$ cat config.mk
export PLATFORM = sky130hd
export DESIGN_NAME = pal_cell
export DESIGN_NICKNAME = d
export VERILOG_FILES = /design/src/sv/pal_pkg.sv /design/src/sv/pal_cell.sv
export SDC_FILE = /design/constraint.sdc
export NUM_CORES = 1
export LEC_CHECK = 0
export ABC_AREA = 1
export BUFFER_PORTS_ARGS = -buffer_cell sky130_fd_sc_hd__clkbuf_2
export CORE_MARGIN = 2
export CORE_UTILIZATION = 25
export DETAILED_ROUTE_END_ITERATION = 12
export HOLD_SLACK_MARGIN = 0.1
export SLEW_MARGIN = 20
export SYNTH_ARGS = -nofsm -noshare
export SYNTH_HDL_FRONTEND = slang
export SYNTH_SLANG_ARGS = --single-unit
$ cat constraint.sdc
create_clock -name clk_i -period 3 [get_ports clk_i]
set_input_delay 0.15 -clock clk_i [delete_from_list [all_inputs] [get_ports clk_i]]
set_output_delay 0.15 -clock clk_i [all_outputs]
set_load 0.05 [all_outputs]
$ cat src/sv/pal_pkg.sv
// Shared types and constants for the positional array list.
package pal_pkg;

  // Storage geometry.
  localparam int CAPACITY    = 128;
  localparam int IDX_W       = $clog2(CAPACITY);
  localparam int DATA_W      = 32;
  localparam int CNT_W       = 8;
  localparam int POS_W       = 8;
  localparam int GROUP_SIZE  = 8;
  localparam int NUM_GROUPS  = CAPACITY / GROUP_SIZE;

  // Capacity register reset value, also used when the register holds zero.
  localparam logic [CNT_W-1:0] LIMIT_DEFAULT = CNT_W'(100);

  typedef enum logic [1:0] {
    MODE_READ    = 2'd0,
    MODE_REPLACE = 2'd1,
    MODE_INSERT  = 2'd2,
    MODE_DELETE  = 2'd3
  } mode_e;

  typedef enum logic [1:0] {
    ST_OK      = 2'd0,
    ST_BAD_POS = 2'd1,
    ST_FULL    = 2'd2,
    ST_EMPTY   = 2'd3
  } status_e;

  // Controls for one storage cell.
  typedef struct packed {
    logic load;
    logic take_left;
    logic take_right;
    logic rd_sel;
  } cell_ctl_t;

  // Command broadcast from the controller to the cell row.
  typedef struct packed {
    logic              vld;
    mode_e             op;
    logic [IDX_W-1:0]  p0;
    logic [DATA_W-1:0] wval;
  } cmd_t;

endpackage

$ cat src/sv/pal_cell.sv
// One storage cell of the list: holds a single entry and trades it with its neighbors.
module pal_cell
  import pal_pkg::*;
(
  input  logic              clk_i,
  input  cell_ctl_t         ctl_i,
  input  logic [DATA_W-1:0] wval_i,
  input  logic [DATA_W-1:0] left_i,
  input  logic [DATA_W-1:0] right_i,
  output logic [DATA_W-1:0] value_o,
  output logic [DATA_W-1:0] rd_o
);

  logic [DATA_W-1:0] value_q, value_d;

  // Next entry: new value, lower neighbor on insert, upper neighbor on delete.
  always_comb begin
    value_d = value_q;
    if (ctl_i.load) begin
      value_d = wval_i;
    end else if (ctl_i.take_left) begin
      value_d = left_i;
    end else if (ctl_i.take_right) begin
      value_d = right_i;
    end
  end

  always_ff @(posedge clk_i) begin
    value_q <= value_d;
  end

  assign value_o = value_q;
  // Only the addressed cell drives the read tree.
  assign rd_o    = ctl_i.rd_sel ? value_q : '0;

endmodule

* After elaboration in Yosys (flattened, before gate mapping)
Cells that the tools add are included.
Storage, ports and cells: bits of input ports 101, logic and storage cells 6, register bits 32, output and inout bits 64
Cells by class: multiplexer cells 4, reductions and logical operators 1
Operators with widths (count):
- two-way mux 32 bit | 4
- nonzero test 3 bit | 1

* Depth between registers and ports, before layout
Gate-level depths: netlist of run 1.
depth in word-level cells 3, gate-level depth with buffers 6, mapped depth without buffers 4

* Worst setup path before layout of run 1
OpenSTA, ideal clock, no wires.
path kind input-to-reg, start input ctl_i[3] in the netlist's numbering, end register value_q[0] (netlist: value_o[0]) (enable), setup time 390 ps, path slack 1447 ps, arrival time 1163 ps, cell stages on the path 4, path buffers 2, required time 2610 ps, cells stage by stage buf_4 > inv_4 > buf_4 > nand2_1
Between the ends: word-level cells in the longest chain between the ends 1
Ends and longest elaborated chain:
- start, declared | line pal_cell.sv:6 | input cell_ctl_t ctl_i,
- nonzero test 3 bit (no line)
- end signal, assigned | line pal_cell.sv:29 | value_q <= value_d;
- end, declared | line pal_cell.sv:14 | logic [DATA_W-1:0] value_q, value_d;
No other way between the ends. A chain may end at the register's enable or synchronous reset.

* Worst setup path in the final report of run 1
start input ctl_i[3] in the netlist's numbering, end register value_q[16] (netlist: value_o[16]) (enable)
Same word-level chain as after synthesis.

==> results of run 1 <==
-- stage by stage --
step | worst slack (ns) | hold slack (ns) | instances | util | power (W)
after floorplan | 1.45 | 0.332 | 341 | - | 0.00104
after global placement | 1.30 | 0.424 | 599 | 0.355 | 0.00120
after detailed placement | 1.28 | 0.430 | 599 | 0.355 | 0.00121
after CTS | 1.58 | 0.132 | 607 | 0.364 | 0.00153
after global routing | 1.50 | 0.131 | 607 | 0.364 | 0.00160
final | 1.60 | 0.143 | 607 | 0.364 | 0.00150
-- path summary, 6_finish.rpt --
path / end / cells after the start
max: value_o[16] / 5
min: value_o[23] / 3
-- kinds of logic (layout without fill, tap and decap cells) --
logic type    Yosys count  in the layout  synth area share
simple gates          194            194             0.345
flops                  32             32             0.431
buf+inv               115            273             0.224
-- report_power, final --
group / internal [W] / switching, W / total [W]
registers: 0.000554 / 0.0000290 / 0.000583
logic: 0.000150 / 0.000457 / 0.000607
clock network: 0.000157 / 0.000154 / 0.000311
total: 0.000861 / 0.000640 / 0.00150
-- cell type report --
cell class,count,area [um^2],share of cell area
well taps,108,135,0.0427
inverters,98,373,0.118
clock buffers,5,68.8,0.0218
clock inverters,3,13.8,0.00435
repair buffers,167,843,0.267
flip-flops and latches,32,961,0.304
multi-input cells,194,768,0.243
-- critical path: stages --
cell and delay (ns):
clkbuf_2 0.07, buf_4 0.34, inv_4 0.22, nand2_1 0.12, buf_4 0.38
-- metal layers --
| layer | track usage | vias to the layer above | wire [um] |
|---|---|---|---|
| met2 | 0.244 | 87 | 3350 |
| met4 | 0.0379 | 0 | 80 |
| met3 | 0.0340 | 5 | 497 |
| met1 | 0.167 | 1028 | 2760 |
| li1 | - | 1285 | - |
| met5 | 0 | - | 0 |
-- placed cells by master, fill, tap and decap left out --
master,n
buf_4,3
clkbuf_2,164
clkbuf_8,5
clkinv_1,1
clkinv_2,2
edfxtp_1,32
inv_1,96
inv_4,2
nand2_1,161
nand3_1,32
nor2_1,1
-- cell usage after synthesis --
master / instances
inv_1: 96
buf_6: 4
nand2_1: 161
nor2_1: 1
inv_4: 2
buf_2: 6
nand3_1: 32
edfxtp_1: 32
buf_4: 7
==> results_dict.tcl, run 1 <==
set metrics [dict create \
    status "complete, no violations" \
    dp_hpwl_um 5080 \
    cts_resized 0 \
    hold_violations 0 \
    nNetsFinal 599 \
    cp-end-kind "flop" \
    required_ns 2.93 \
    cts.sinks 32 \
    drc 0 \
    root_buffer "clkbuf_8" \
    netlist.area_leader.share 0.431 \
    wirelength_um 6680 \
    grt_overflow 0 \
    fin_crit_ns 1.40 \
    routedWlPerCell_um 11.0 \
    startpoint "ctl_i[3]" \
    tightest_slew_ns 0.676 \
    maxCapViolations 0 \
    portBuffers 164 \
    n_antenna_cell 0 \
    finalMaxSlewViolations 0 \
    cts_hold_buf 0 \
    rows 34 \
    yosys_warnings 0 \
    grt_pass1_wl_um 10700 \
    syn-num-nets 442 \
    areaGrowthSynthToFinish_pct 41.9 \
    rsz0062_at_grt "no" \
    crit_fanout 33 \
    synth_area_leaders "edfxtp_1 (43%), nand2_1 (27%), inv_1 (16%), nand3_1 (7.2%), buf_4 (2.4%)" \
    slew_headroom 0.550 \
    die_h_um 98.4 \
    firstDrtPassIters 4 \
    start_util 0.257 \
    cp-start-kind "input port" \
    period_share 0.465 \
    clock_path_buffers 2 \
    yosysSeqAreaShare 0.431 \
    grt_usage 0.138 \
    cts_tree "done" \
    drt_iter0_drc 68 \
    power_density_nw_per_um2 475 \
    synth.cell_area_um2 2230 \
    crit_type "in -> reg" \
    postCtsSetupBuffers 0 \
    viasPerCell 3.96 \
    numCtsBuffers 5 \
    gp_congestion 0.765 \
    worstHoldStart "wval_i[23]" \
    synth_cells 341 \
    yosysTopAreaCell "edfxtp_1" \
    die_width_um 98.4 \
    dieArea_um2 9690 \
    ir_worst_vdd_uv 139 \
    max_freq_mhz 717 \
    final_cell_area_um2 3160 \
    syn_avg_cell_area_um2 6.54 \
    vias 2405 \
    largest_register_ffs 32 \
    finalSetupViolCount 0 \
    leakagePower_nw 2.17 \
    critPathArrivalTime_ns 1.33 \
    fin_tns_setup_ns 0 \
    n_fill_cell 980 \
    io-pin-count 165 \
    hp-class "in -> reg" \
    ys_ff_latch 32 \
    path_clk_slew_ns 0.07 \
    grt_pass1_vias 2305 \
    antenna_found_initial 0 \
    grt_start_max_net_pins 34 \
    ys_types 9 \
    antenna_left 0 \
    post_dp_cell_area_um2 3080 \
    core_um2 8680 \
    drive_gt1_frac 0.353 \
    htree_levels 2 \
]
Power figures use the tool's default switching activity.
==> inputs of run 2 (changes only) <==
Clock period 3 ns to 1.4 ns, I/O delays scaled along.
==> run 2 against run 1 <==
Compared with the run above:
- power grew 120%
- flip-flop and latch count is the same
- die area is the same
- clock-buffer cell count grew 2
- via count grew 8.1%
- clock power grew 110%
- global-route usage grew 0.46 points
- wire length grew 5.3%
==> results_dict.tcl, run 2 (same netlist as run 1, synthesis figures left out) <==
set metrics [dict create \
    dp_hpwl_um 5100 \
    multiInputGateArea_um2 771 \
    dieArea_um2 9690 \
    numCtsBuffers 5 \
    cp-start-kind "flop" \
    htree_levels 2 \
    n_fill_cell 910 \
    io-pin-count 165 \
    regArea_um2 961 \
    grt_start_max_net_pins 34 \
    p_total_w 0.00330 \
    cp-end-kind "primary output" \
    firstDrtPassIters 6 \
    hold_violations 0 \
    fin_crit_ns 1.13 \
    areaGrowthSynthToFinish_pct 57.8 \
    cp_slowest_stage_delay_ns 0.43 \
    antenna_found_initial 0 \
    fin_tns_setup_ns 0 \
    core_um2 8680 \
    critPathArrivalTime_ns 1.06 \
    hp-class "in -> reg" \
    grt_usage 0.143 \
    drt_iter0_drc 51 \
    rows 34 \
    cts_hold_buf 32 \
    cts.sinks 32 \
    maxCapViolations 0 \
    max_freq_mhz 881 \
    final_cell_mix "clkbuf_2 (164), nand2_1 (160), inv_1 (96)" \
    slew_headroom 0.762 \
    portBuffers 164 \
    antenna_left 0 \
    required_ns 1.33 \
    routedWlPerCell_um 11.0 \
    grt_pass1_wl_um 11200 \
    critPathTopFamily "flip-flops" \
    root_buffer "clkbuf_8" \
    crit_slowest_cell "edfxtp_1" \
    crit_buf_inv 2 \
    finalSetupViolCount 0 \
    gp_congestion 0.745 \
    die_h_um 98.4 \
    grt_pass1_vias 2495 \
    vias 2601 \
    drc 0 \
    leakagePower_nw 2.32 \
    rsz0062_at_grt "no" \
    clock_path_buffers 2 \
    status "complete, no violations" \
    postCtsSetupBuffers 0 \
    n_antenna_cell 0 \
    largest_register_ffs 32 \
    drive_gt1_frac 0.333 \
    crit_fanout 2 \
    cts_tree "done" \
    grt_overflow 0 \
    wirelength_um 7030 \
    period_share 0.811 \
    finalMaxSlewViolations 0 \
    path_clk_slew_ns 0.06 \
    crit_type "reg -> out" \
    final_common_cell "clkbuf_2" \
    viasPerCell 4.05 \
    die_width_um 98.4 \
    hold_depth 5 \
    tightest_slew_ns 0.357 \
    power_density_nw_per_um2 938 \
    start_util 0.257 \
    cts_resized 0 \
    nNetsFinal 634 \
    ir_worst_vdd_uv 295 \
    path_cells "nand2_1, inv_1, clkbuf_2" \
    crit_cells 3 \
    postLayoutCoreUtil 0.405 \
]
run 2: cell types whose count changed in the layout (fill, tap and decap cells not counted), sizes merged:
cell / delta
dlygate4sd3: +32
clkinv: -2
buf: +3
clkbuf: +2
run 2: power breakdown:
group | switching [W] | internal, W | leakage, nW
Combinational | 0.000997 | 0.000388 | 1.94
Clock | 0.000317 | 0.000346 | 0.0399
Sequential | 0.0000638 | 0.00119 | 0.336
run 2: stage by stage:
stage / hold slack, ns / worst slack (ns) / std cells / cell area [um^2]
after CTS: 0.144 / 0.238 / 642 / 3520
after detailed placement: 0.343 / 0.328 / 602 / 3120
after floorplan: 0.252 / 0.229 / 341 / 2230
after global placement: 0.342 / 0.344 / 602 / 3120
after global routing: 0.166 / 0.186 / 642 / 3520
final: 0.155 / 0.265 / 642 / 3520
run 2: cell type report:
type	count	share of cell area
sequential	32	0.273
inverter	98	0.106
multi-input combinational	194	0.219
tap	108	0.0384
timing repair buffer	202	0.341
clock inverter	1	0.00107
clock buffer	7	0.0217
run 2: worst paths after layout:
path	from	to	slack [ns]
setup / recovery	value_o[30]	rd_o[30]	0.27
hold / removal	right_i[7]	value_o[7]	0.16
run 2: routing by layer:
layer  vias up  routed length (um)  global-route usage
li1       1358                   -                   -
met1      1106                2900               0.175
met2       120                3450               0.247
met3        17                 499              0.0262
met4         0                 185              0.0590
met5         -                   0                   0
