`config.mk`:
```
export PLATFORM = sky130hd
export DESIGN_NAME = pal_ctrl
export DESIGN_NICKNAME = d
export VERILOG_FILES = /design/src/sv/pal_pkg.sv /design/src/sv/pal_ctrl.sv
export SDC_FILE = /design/constraint.sdc
export NUM_CORES = 1
export LEC_CHECK = 0
export BUFFER_PORTS_ARGS = -buffer_cell sky130_fd_sc_hd__buf_4
export CORE_ASPECT_RATIO = 0.7
export CORE_MARGIN = 2
export CORE_UTILIZATION = 30
export CTS_CLUSTER_DIAMETER = 50
export CTS_CLUSTER_SIZE = 8
export DETAILED_ROUTE_END_ITERATION = 10
export PLACE_DENSITY = 0.61
export SLEW_MARGIN = 25
export SYNTH_ARGS = -nofsm -noshare
export SYNTH_HDL_FRONTEND = slang
export SYNTH_SLANG_ARGS = --single-unit
```
`constraint.sdc`:
```
create_clock -name clk_i -period 3.97 [get_ports clk_i]
set_input_delay 0.1985 -clock clk_i [delete_from_list [all_inputs] [get_ports clk_i]]
set_output_delay 0.1985 -clock clk_i [all_outputs]
set_load 0.005 [all_outputs]
```
`src/sv/pal_pkg.sv`:
```
// Shared types and constants for the positional array list.
package pal_pkg;

  // Storage geometry.
  localparam int CAPACITY    = 128;
  localparam int IDX_W       = $clog2(CAPACITY);
  localparam int DATA_W      = 32;
  localparam int CNT_W       = 8;
  localparam int POS_W       = 8;
  localparam int GROUP_SIZE  = 8;
  localparam int NUM_GROUPS  = CAPACITY / GROUP_SIZE;

  // Capacity register reset value, also used when the register holds zero.
  localparam logic [CNT_W-1:0] LIMIT_DEFAULT = CNT_W'(100);

  typedef enum logic [1:0] {
    MODE_READ    = 2'd0,
    MODE_REPLACE = 2'd1,
    MODE_INSERT  = 2'd2,
    MODE_DELETE  = 2'd3
  } mode_e;

  typedef enum logic [1:0] {
    ST_OK      = 2'd0,
    ST_BAD_POS = 2'd1,
    ST_FULL    = 2'd2,
    ST_EMPTY   = 2'd3
  } status_e;

  // Controls for one storage cell.
  typedef struct packed {
    logic load;
    logic take_left;
    logic take_right;
    logic rd_sel;
  } cell_ctl_t;

  // Command broadcast from the controller to the cell row.
  typedef struct packed {
    logic              vld;
    mode_e             op;
    logic [IDX_W-1:0]  p0;
    logic [DATA_W-1:0] wval;
  } cmd_t;

endpackage

```
`src/sv/pal_ctrl.sv`:
```
// Controller: operation checks, entry count, capacity register and result registers.
module pal_ctrl
  import pal_pkg::*;
(
  input  logic              clk_i,
  input  logic              rst_ni,
  input  logic              accept_i,
  input  logic [1:0]        mode_i,
  input  logic [POS_W-1:0]  position_i,
  input  logic [DATA_W-1:0] wval_i,
  input  logic              cfg_valid_i,
  input  logic [CNT_W-1:0]  cfg_data_i,
  input  logic [DATA_W-1:0] rd_word_i,
  output cmd_t              cmd_o,
  output logic              busy_o,
  output logic              done_o,
  output logic [1:0]        status_o,
  output logic [DATA_W-1:0] read_value_o,
  output logic [CNT_W-1:0]  list_length_o,
  output logic              is_empty_o,
  output logic              is_full_o
);

  logic [CNT_W-1:0] count_q, count_d;
  logic [CNT_W-1:0] cfg_q;
  logic [CNT_W-1:0] lim;
  logic [CNT_W-1:0] count_nx;
  logic [POS_W-1:0] pos_m1;
  logic             in_rng, ins_rng, op_ok;
  mode_e            mode;
  status_e          status;

  logic             s1_vld_q;
  status_e          s1_status_q;
  logic [CNT_W-1:0] s1_count_q;
  logic             s1_empty_q, s1_full_q, s1_rd_ok_q;

  logic              done_q;
  status_e           status_q;
  logic [DATA_W-1:0] rval_q;
  logic [CNT_W-1:0]  len_q;
  logic              empty_q, full_q;

  // Effective capacity: zero means the default, larger values clip to the storage size.
  always_comb begin
    lim = cfg_q;
    if (cfg_q == '0) begin
      lim = LIMIT_DEFAULT;
    end
    if (lim > CNT_W'(CAPACITY)) begin
      lim = CNT_W'(CAPACITY);
    end
  end

  // Range checks on the requested position.
  assign mode    = mode_e'(mode_i);
  assign in_rng  = (position_i != '0) && (position_i <= count_q);
  assign ins_rng = (position_i != '0) &&
                   ({1'b0, position_i} <= ({1'b0, count_q} + (CNT_W+1)'(1)));

  // Status decode for the incoming operation.
  always_comb begin
    unique case (mode) inside
      MODE_READ, MODE_REPLACE: begin
        status = in_rng ? ST_OK : ST_BAD_POS;
      end
      MODE_INSERT: begin
        status = (count_q >= lim) ? ST_FULL : (ins_rng ? ST_OK : ST_BAD_POS);
      end
      MODE_DELETE: begin
        status = (count_q == '0) ? ST_EMPTY : (in_rng ? ST_OK : ST_BAD_POS);
      end
      default: begin
        status = ST_BAD_POS;
      end
    endcase
  end

  assign op_ok = (status == ST_OK);

  // Count after the operation.
  always_comb begin
    count_nx = count_q;
    if (op_ok && (mode == MODE_INSERT)) begin
      count_nx = count_q + CNT_W'(1);
    end else if (op_ok && (mode == MODE_DELETE)) begin
      count_nx = count_q - CNT_W'(1);
    end
  end

  assign count_d = accept_i ? count_nx : count_q;

  // Command to the cell row; applied at the accepting edge.
  assign pos_m1     = position_i - POS_W'(1);
  assign cmd_o.vld  = accept_i && op_ok;
  assign cmd_o.op   = mode;
  assign cmd_o.p0   = pos_m1[IDX_W-1:0];
  assign cmd_o.wval = wval_i;

  // Count and capacity register.
  always_ff @(posedge clk_i or negedge rst_ni) begin
    if (!rst_ni) begin
      count_q <= '0;
      cfg_q   <= LIMIT_DEFAULT;
    end else begin
      count_q <= count_d;
      if (cfg_valid_i) begin
        cfg_q <= cfg_data_i;
      end
    end
  end

  // First stage: decision of the accepted transaction while the read tree settles.
  always_ff @(posedge clk_i or negedge rst_ni) begin
    if (!rst_ni) begin
      s1_vld_q <= 1'b0;
    end else begin
      s1_vld_q <= accept_i;
    end
  end

  always_ff @(posedge clk_i) begin
    if (accept_i) begin
      s1_status_q <= status;
      s1_count_q  <= count_nx;
      s1_empty_q  <= (count_nx == '0);
      s1_full_q   <= (count_nx >= lim);
      s1_rd_ok_q  <= op_ok && (mode == MODE_READ);
    end
  end

  // Result registers; the strobe lasts one cycle.
  always_ff @(posedge clk_i or negedge rst_ni) begin
    if (!rst_ni) begin
      done_q <= 1'b0;
    end else begin
      done_q <= s1_vld_q;
    end
  end

  always_ff @(posedge clk_i) begin
    if (s1_vld_q) begin
      status_q <= s1_status_q;
      rval_q   <= s1_rd_ok_q ? rd_word_i : '0;
      len_q    <= s1_count_q;
      empty_q  <= s1_empty_q;
      full_q   <= s1_full_q;
    end
  end

  assign busy_o        = s1_vld_q;
  assign done_o        = done_q;
  assign status_o      = status_q;
  assign read_value_o  = rval_q;
  assign list_length_o = len_q;
  assign is_empty_o    = empty_q;
  assign is_full_o     = full_q;

  // The count never exceeds the storage size.
  a_count_bound: assert property (@(posedge clk_i) disable iff (!rst_ni)
    count_q <= CNT_W'(CAPACITY))
    else $error("entry count above storage size");

  // Every accepted transaction yields a result strobe after the first stage.
  a_result_follows: assert property (@(posedge clk_i) disable iff (!rst_ni)
    accept_i |=> ##1 done_o)
    else $error("result strobe missing");

  // A successful insert grows the count by one.
  a_insert_count: assert property (@(posedge clk_i) disable iff (!rst_ni)
    (accept_i && op_ok && (mode == MODE_INSERT)) |=> (count_q == $past(count_q) + CNT_W'(1)))
    else $error("insert did not grow the count");

  // A failed transaction returns zero data.
  a_fail_zero: assert property (@(posedge clk_i) disable iff (!rst_ni)
    (done_o && (status_o != ST_OK)) |-> (read_value_o == '0))
    else $error("failed transaction returned data");

  // No new transaction while one is in the first stage.
  a_one_at_a_time: assert property (@(posedge clk_i) disable iff (!rst_ni)
    s1_vld_q |-> !accept_i)
    else $error("overlapping transactions");

endmodule

```
# After elaboration in Yosys (flattened, before gate mapping)
# Cells that the tools add are included.
# Widths: inputs -> output; s select.
[totals]
regBits = 75
in_bits = 86
output_inout_bits = 88
word_cells = 48
[classes]
add_sub_neg = 4
n_lt_le_gt_ge = 5
eq_ne = 3
n_mux = 9
n_reduce_logical = 13
[ops]
columns = ["cell", "count"]
rows = [
  ["$mux 8", 4],
  ["$logic_not 8->1", 3],
  ["$ge 8x8->1", 2],
  ["$add 8x1->9 const B", 1],
  ["$le 8x9->1", 1],
  ["$add 8x1->8 const B", 1],
  ["$gt 8x8->1 const B", 1],
  ["$le 8x8->1", 1],
  ["$reduce_bool 8->1", 1],
  ["$sub 8x1->8 const B", 1],
  ["$sub 7x1->7 const B", 1],
  ["$logic_and 1x1->1", 6],
  ["$pmux 2 s3", 1],
  ["$eq 2x2->1 const B", 2],
  ["$logic_not 2->1", 2],
  ["$mux 2", 2],
  ["$eq 2x1->1 const B", 1],
  ["$mux 1", 2],
  ["$reduce_or 2->1", 1],
]

# Logic depth before layout (Yosys ltp)
[depth]
depth_word = 12
ltp_mapped = 21
ltp_nobuf = 21

# Worst setup path after synthesis
# No wires, ideal clock.
[synth_path]
kind = "register -> register"
start = "register count_q[2]"
end = "register s1_full_q, data pin"
setup_time_ps = 261
arrival_ps = 3926
required_ps = 3709
slack_ps = -216
stages_incl_launch_ff = 22
n_path_buf = 0
period_less_slack_ps = 4186
cell_sequence = "dfrtp_1 inv_1 nor3_1 nand3_1 nor3_1 xnor2_1 ha_1 nand4_1 o22ai_1 o21ai_0 or2_2 o41a_2 nor2_1 a21oi_1 ha_1 a21o_1 a21o_1 a21o_1 a21oi_1 nor2b_1 o21ai_0 a21oi_1"
[synth_between]
elab_chain_len = 11
word_cells_on_any_way = 20
classes_between = "add/sub: 3; order compare: 4; mux: 7; reduce/logical: 6"
[synth_lines]
columns = ["element", "line", "rtl"]
rows = [
  ["from (decl)", "pal_ctrl.sv:24", "logic [CNT_W-1:0] count_q, count_d;"],
  ["from (signal assigned)", "pal_ctrl.sv:106", "count_q <= count_d;"],
  ["$add 8x1->9", "pal_ctrl.sv:59", "({1'b0, position_i} <= ({1'b0, count_q} + (CNT_W+1)'(1)));"],
  ["$le 8x9->1", "pal_ctrl.sv:59", ""],
  ["$logic_and 1x1->1", "pal_ctrl.sv:58", "assign ins_rng = (position_i != '0) &&"],
  ["$mux 1", "pal_ctrl.sv:68", "status = (count_q >= lim) ? ST_FULL : (ins_rng ? ST_OK : ST_BAD_POS);"],
  ["$mux 2", "pal_ctrl.sv:68", ""],
  ["$pmux 2 s3 (*)", "pal_ctrl.sv:63", "unique case (mode) inside"],
  ["$logic_not 2->1 (*)", "pal_ctrl.sv:79", "assign op_ok = (status == ST_OK);"],
  ["$logic_and 1x1->1", "pal_ctrl.sv:86", "end else if (op_ok && (mode == MODE_DELETE)) begin"],
  ["$mux 8", "pal_ctrl.sv:86", ""],
  ["$mux 8 (*)", "pal_ctrl.sv:84", "if (op_ok && (mode == MODE_INSERT)) begin"],
  ["named net count_nx[1]", "pal_ctrl.sv:27", "logic [CNT_W-1:0] count_nx;"],
  ["$ge 8x8->1 (*)", "pal_ctrl.sv:127", "s1_full_q <= (count_nx >= lim);"],
  ["to (signal assigned)", "pal_ctrl.sv:127", ""],
  ["to (decl)", "pal_ctrl.sv:36", "logic s1_empty_q, s1_full_q, s1_rd_ok_q;"],
]
# Mark *: on every way through the listed nets, which the timed path passes. The rest lies on a longest branch.
# A chain may end at the register's enable or synchronous reset.

# Final worst setup path
[layout_path]
start = "register cfg_q[2]"
end = "register s1_full_q, data pin"
[layout_between]
elab_chain_len = 12
word_cells_on_any_way = 13
classes_between = "order compare: 3; mux: 6; reduce/logical: 4"
[layout_lines]
columns = ["element", "line", "rtl"]
rows = [
  ["from (decl)", "pal_ctrl.sv:25", "logic [CNT_W-1:0] cfg_q;"],
  ["from (signal assigned)", "pal_ctrl.sv:108", "cfg_q <= cfg_data_i;"],
  ["$logic_not 8->1", "pal_ctrl.sv:47", "if (cfg_q == '0) begin"],
  ["$mux 8 (*)", "pal_ctrl.sv:47", ""],
  ["$gt 8x8->1", "pal_ctrl.sv:50", "if (lim > CNT_W'(CAPACITY)) begin"],
  ["$mux 8 (*)", "pal_ctrl.sv:50", ""],
  ["$ge 8x8->1 (*)", "pal_ctrl.sv:68", ""],
  ["$mux 2 (*)", "pal_ctrl.sv:68", ""],
  ["$pmux 2 s3 (*)", "pal_ctrl.sv:63", ""],
  ["$logic_not 2->1 (*)", "pal_ctrl.sv:79", ""],
  ["$logic_and 1x1->1", "pal_ctrl.sv:86", ""],
  ["$mux 8", "pal_ctrl.sv:86", ""],
  ["$mux 8 (*)", "pal_ctrl.sv:84", ""],
  ["named net count_nx[1]", "pal_ctrl.sv:27", ""],
  ["$ge 8x8->1 (*)", "pal_ctrl.sv:127", ""],
]
# Marked as above.

==> results.yml <==
power_and_ir_drop:
  powerDensity_nw_per_um2: 600.3
  p_leak_nw: 2.559
  ir_drop_mv: 0.2211
  total_power_mw: 3.559
synth:
  syn_area_um2: 4273
  ys_async_sr_fraction_pct: 24.00
  synth-xor-area-share_pct: 3.690
  synth_compound_area_share_pct: 9.663
  muxShareOfSynthArea_pct: 2.635
  synth_commonest_cells: "edfxtp_1 (57), ha_1 (35), buf_4 (34), and2_1 (32), inv_1 (22)"
  yosysMostFrequentCell: "edfxtp_1"
  synth_cells: 368
  ys_ff_latch: 75
  synthAdderAreaFrac_pct: 10.25
  synth-main-ff-cell: "edfxtp_1"
  yosys_warnings: 0
  syn_area_per_cell_um2: 11.61
  synth_edf_count: 57
  synth.top_cell.area_share_pct: 40.06
  synthSimpleGateAreaFrac_pct: 14.41
  synth_nets: 489
  synth_top_family_by_area: "simple AND/OR/NAND/NOR gates"
  synth_area_leaders: "edfxtp_1 (40%), ha_1 (10%), dfrtp_1 (8.8%), buf_4 (6.0%), and2_1 (4.7%)"
  ys_seq_area_share_pct: 50.69
  synth_area_leader_cell: "edfxtp_1"
  synth.distinct_cells: 54
die:
  die_w_um: 146.6
  ios: 174
  placement_rows: 36
  initial_core_util_pct: 30.70
  core_area_um2: 13920
  fp.dieArea_um2: 15230
  fp.dieH_um: 103.9
clock_network:
  clk_root_buffer_cell: "clkbuf_16"
  cts_tree: "built"
  cts_buffer_depth: 2
  clock_latency_ps: 330
  cts-buffers-inserted: 9
  cts_max_level: 3
  clock_sinks: 75
  clk_pin_slew_ps: 60
critical_path:
  cp_num_cells: 20
  r2r_start: "cfg_q[2]"
  critPathRequiredTime_ps: 4040
  crit_type: "reg -> reg"
  critPathMaxFanout: 3
  cp-end-kind: "flip-flop"
  crit_path_max_incr_delay_ps: 540
  reg2reg_slack_ps: -160
  path_common_cell: "a21o_1"
  reg2reg_to: "s1_full_q"
  cp.arrival_ps: 4200
  crit_family: "compound AO/OA/AOI/OAI gates"
  reg2reg_depth: 20
  crit_chain: "or4_4, nor3_4, nor2b_4, o21ai_2, ha_1, nand2_2, o21a_1, a21boi_2, nand2_2, o41a_4, nor2_4, a21oi_2, ha_1, a21o_1, a21o_1, a21o_1, a21oi_2, nor2b_1, o21ai_1, a21oi_1"
  path_buf_inv: 0
  cp_slowest_cell: "or4_4"
  startpoint_type: "flip-flop"
worst_hold_path:
  min-delay-start: "cfg_data_i[6]"
  min_to: "cfg_q[6]"
  min_path_type: "in -> reg"
  min_path_cells: 2
timing:
  skew_ps: 6.214
  hold_ws_ps: 101.9
  fmax_mhz: 242.3
  slew_headroom_pct: 34.53
  timing.final.ws_setup_ps: -157.5
  rsz0062_at_grt: "true"
  final.period_utilization_pct: 104.0
  hold_viol: 0
  finalMaxSlewViolations: 0
  worstMarginPinSlew_ps: 982.1
  layout_min_cycle_time_ps: 4128
  setup_viol: 1
route:
  wl_per_cell_um: 15.21
  antenna_left: 0
  routed_wl_um: 10590
  route.detailed.drc: 0
  first_pass_iters: 4
  vias_per_cell: 4.628
  drt_iter0_drc: 146
  vias: 3221
placed_design:
  place.gp.congestion: 0.9657
  hpwl_um: 8061
  numPlacedInstances: 671
  io_buffers: 109
final_layout:
  area_growth_pct: 38.74
  drive_above_1_share_pct: 46.05
  layout.cells.non_filler: 696
  diodes: 0
  finalNetCount: 623
global_route:
  grt_first_pass_wirelength_um: 16820
  grt_max_degree: 47
  grt_util_all_layers_pct: 13.94
  grt_pass1_vias: 3217
  antenna_found_initial: 0
  grt.overflow.total: 0
run:
  max_cap_viol_count: 0
run_status:
  violations: "setup timing"
  status: "finished, violations left"
==> flip-flops by register name, indices dropped and copies added, names as in the netlist <==
signal,cells
is_full_o,1
done_o,1
read_value_o,32
cfg_q,8
is_empty_o,1
status_o,2
s1_count_q,8
list_length_o,8
s1_status_q,2
count_q,8
s1_full_q,1
s1_rd_ok_q,1
s1_empty_q,1
busy_o,1
==> routing by layer <==
metal | GRT usage, % | share of wire [%] | vias to the layer above
li1 | - | - | 1571
met1 | 19.54 | 48 | 1489
met2 | 20.42 | 42 | 119
met3 | 4.035 | 8.2 | 42
met4 | 5.132 | 2.3 | 0
met5 | 0 | 0 | -
==> cells by family after synthesis <==
family                   count (synthesis)
XOR/XNOR                                18
AO/OA/AOI/OAI                           58
adder cells (fa/ha/maj)                 35
flip-flops                              75
multiplexers                            10
buffers and inverters                   62
AND/OR/NAND/NOR                        110
==> timing repair <==
| item | 4_1_cts | 5_1_grt |
|---|---|---|
| pin swaps | 21 | 17 |
| hold endpoints to repair | 18 | 0 |
| buffers inserted | 6 | 3 |
| hold buffers | 1 | 0 |
| gates resized for setup | 30 | 9 |
| setup endpoints to repair | 1 | 1 |
| cloned | 0 | 0 |
==> power breakdown <==
| group | switching [mW] | internal [mW] | total [mW] |
|---|---|---|---|
| Combinational | 0.815 | 0.838 | 1.65 |
| Sequential | 0.0961 | 1.02 | 1.11 |
| Clock | 0.307 | 0.485 | 0.792 |
| Total | 1.22 | 2.34 | 3.56 |
==> stage by stage <==
step                utilization (%)  worst slack [ps]  TNS (ps)  area, um^2
floorplan                         -             7.099         0        4310
global placement              38.87            -227.4    -227.4        5410
detailed placement            38.87            -319.2    -319.2        5410
CTS                           42.12            -125.0    -125.0        5862
global route                  42.59            -343.3    -399.5        5928
finish                        42.59            -157.5    -157.5        5928
==> area by class of cell <==
| cell class | count | area, um^2 |
|---|---|---|
| Clock buffer | 9 | 225.2 |
| Sequential cell | 75 | 2167 |
| Fill cell | 1343 | 7990 |
| Timing Repair Buffer | 163 | 1234 |
| Tap cell | 190 | 237.7 |
| Clock inverter | 6 | 66.31 |
| Multi-Input combinational cell | 231 | 1916 |
| Inverter | 22 | 82.58 |
==> how the worst max path moves through the flow <==
stage                          start        end  slack (ps)
after floorplan             cfg_q[0]  s1_full_q           7
after global placement    count_q[0]  s1_full_q        -230
after detailed placement    cfg_q[0]  s1_full_q        -320
after CTS                   cfg_q[2]  s1_full_q        -120
after global routing      count_q[1]  s1_full_q        -340
final                       cfg_q[2]  s1_full_q        -160
==> cell usage in the layout (no fill, tap or decap), types with 8 or more instances in the layout <==
cell type and instances:
clkbuf_16 9, nor2_1 12, nor3_1 8, dfrtp_1 14
xnor2_1 13, ha_1 34, a21oi_1 8, edfxtp_1 57
nand2_1 14, and2_1 32, mux2_2 10, buf_4 160
inv_1 20
Power figures use the tool's default switching activity.
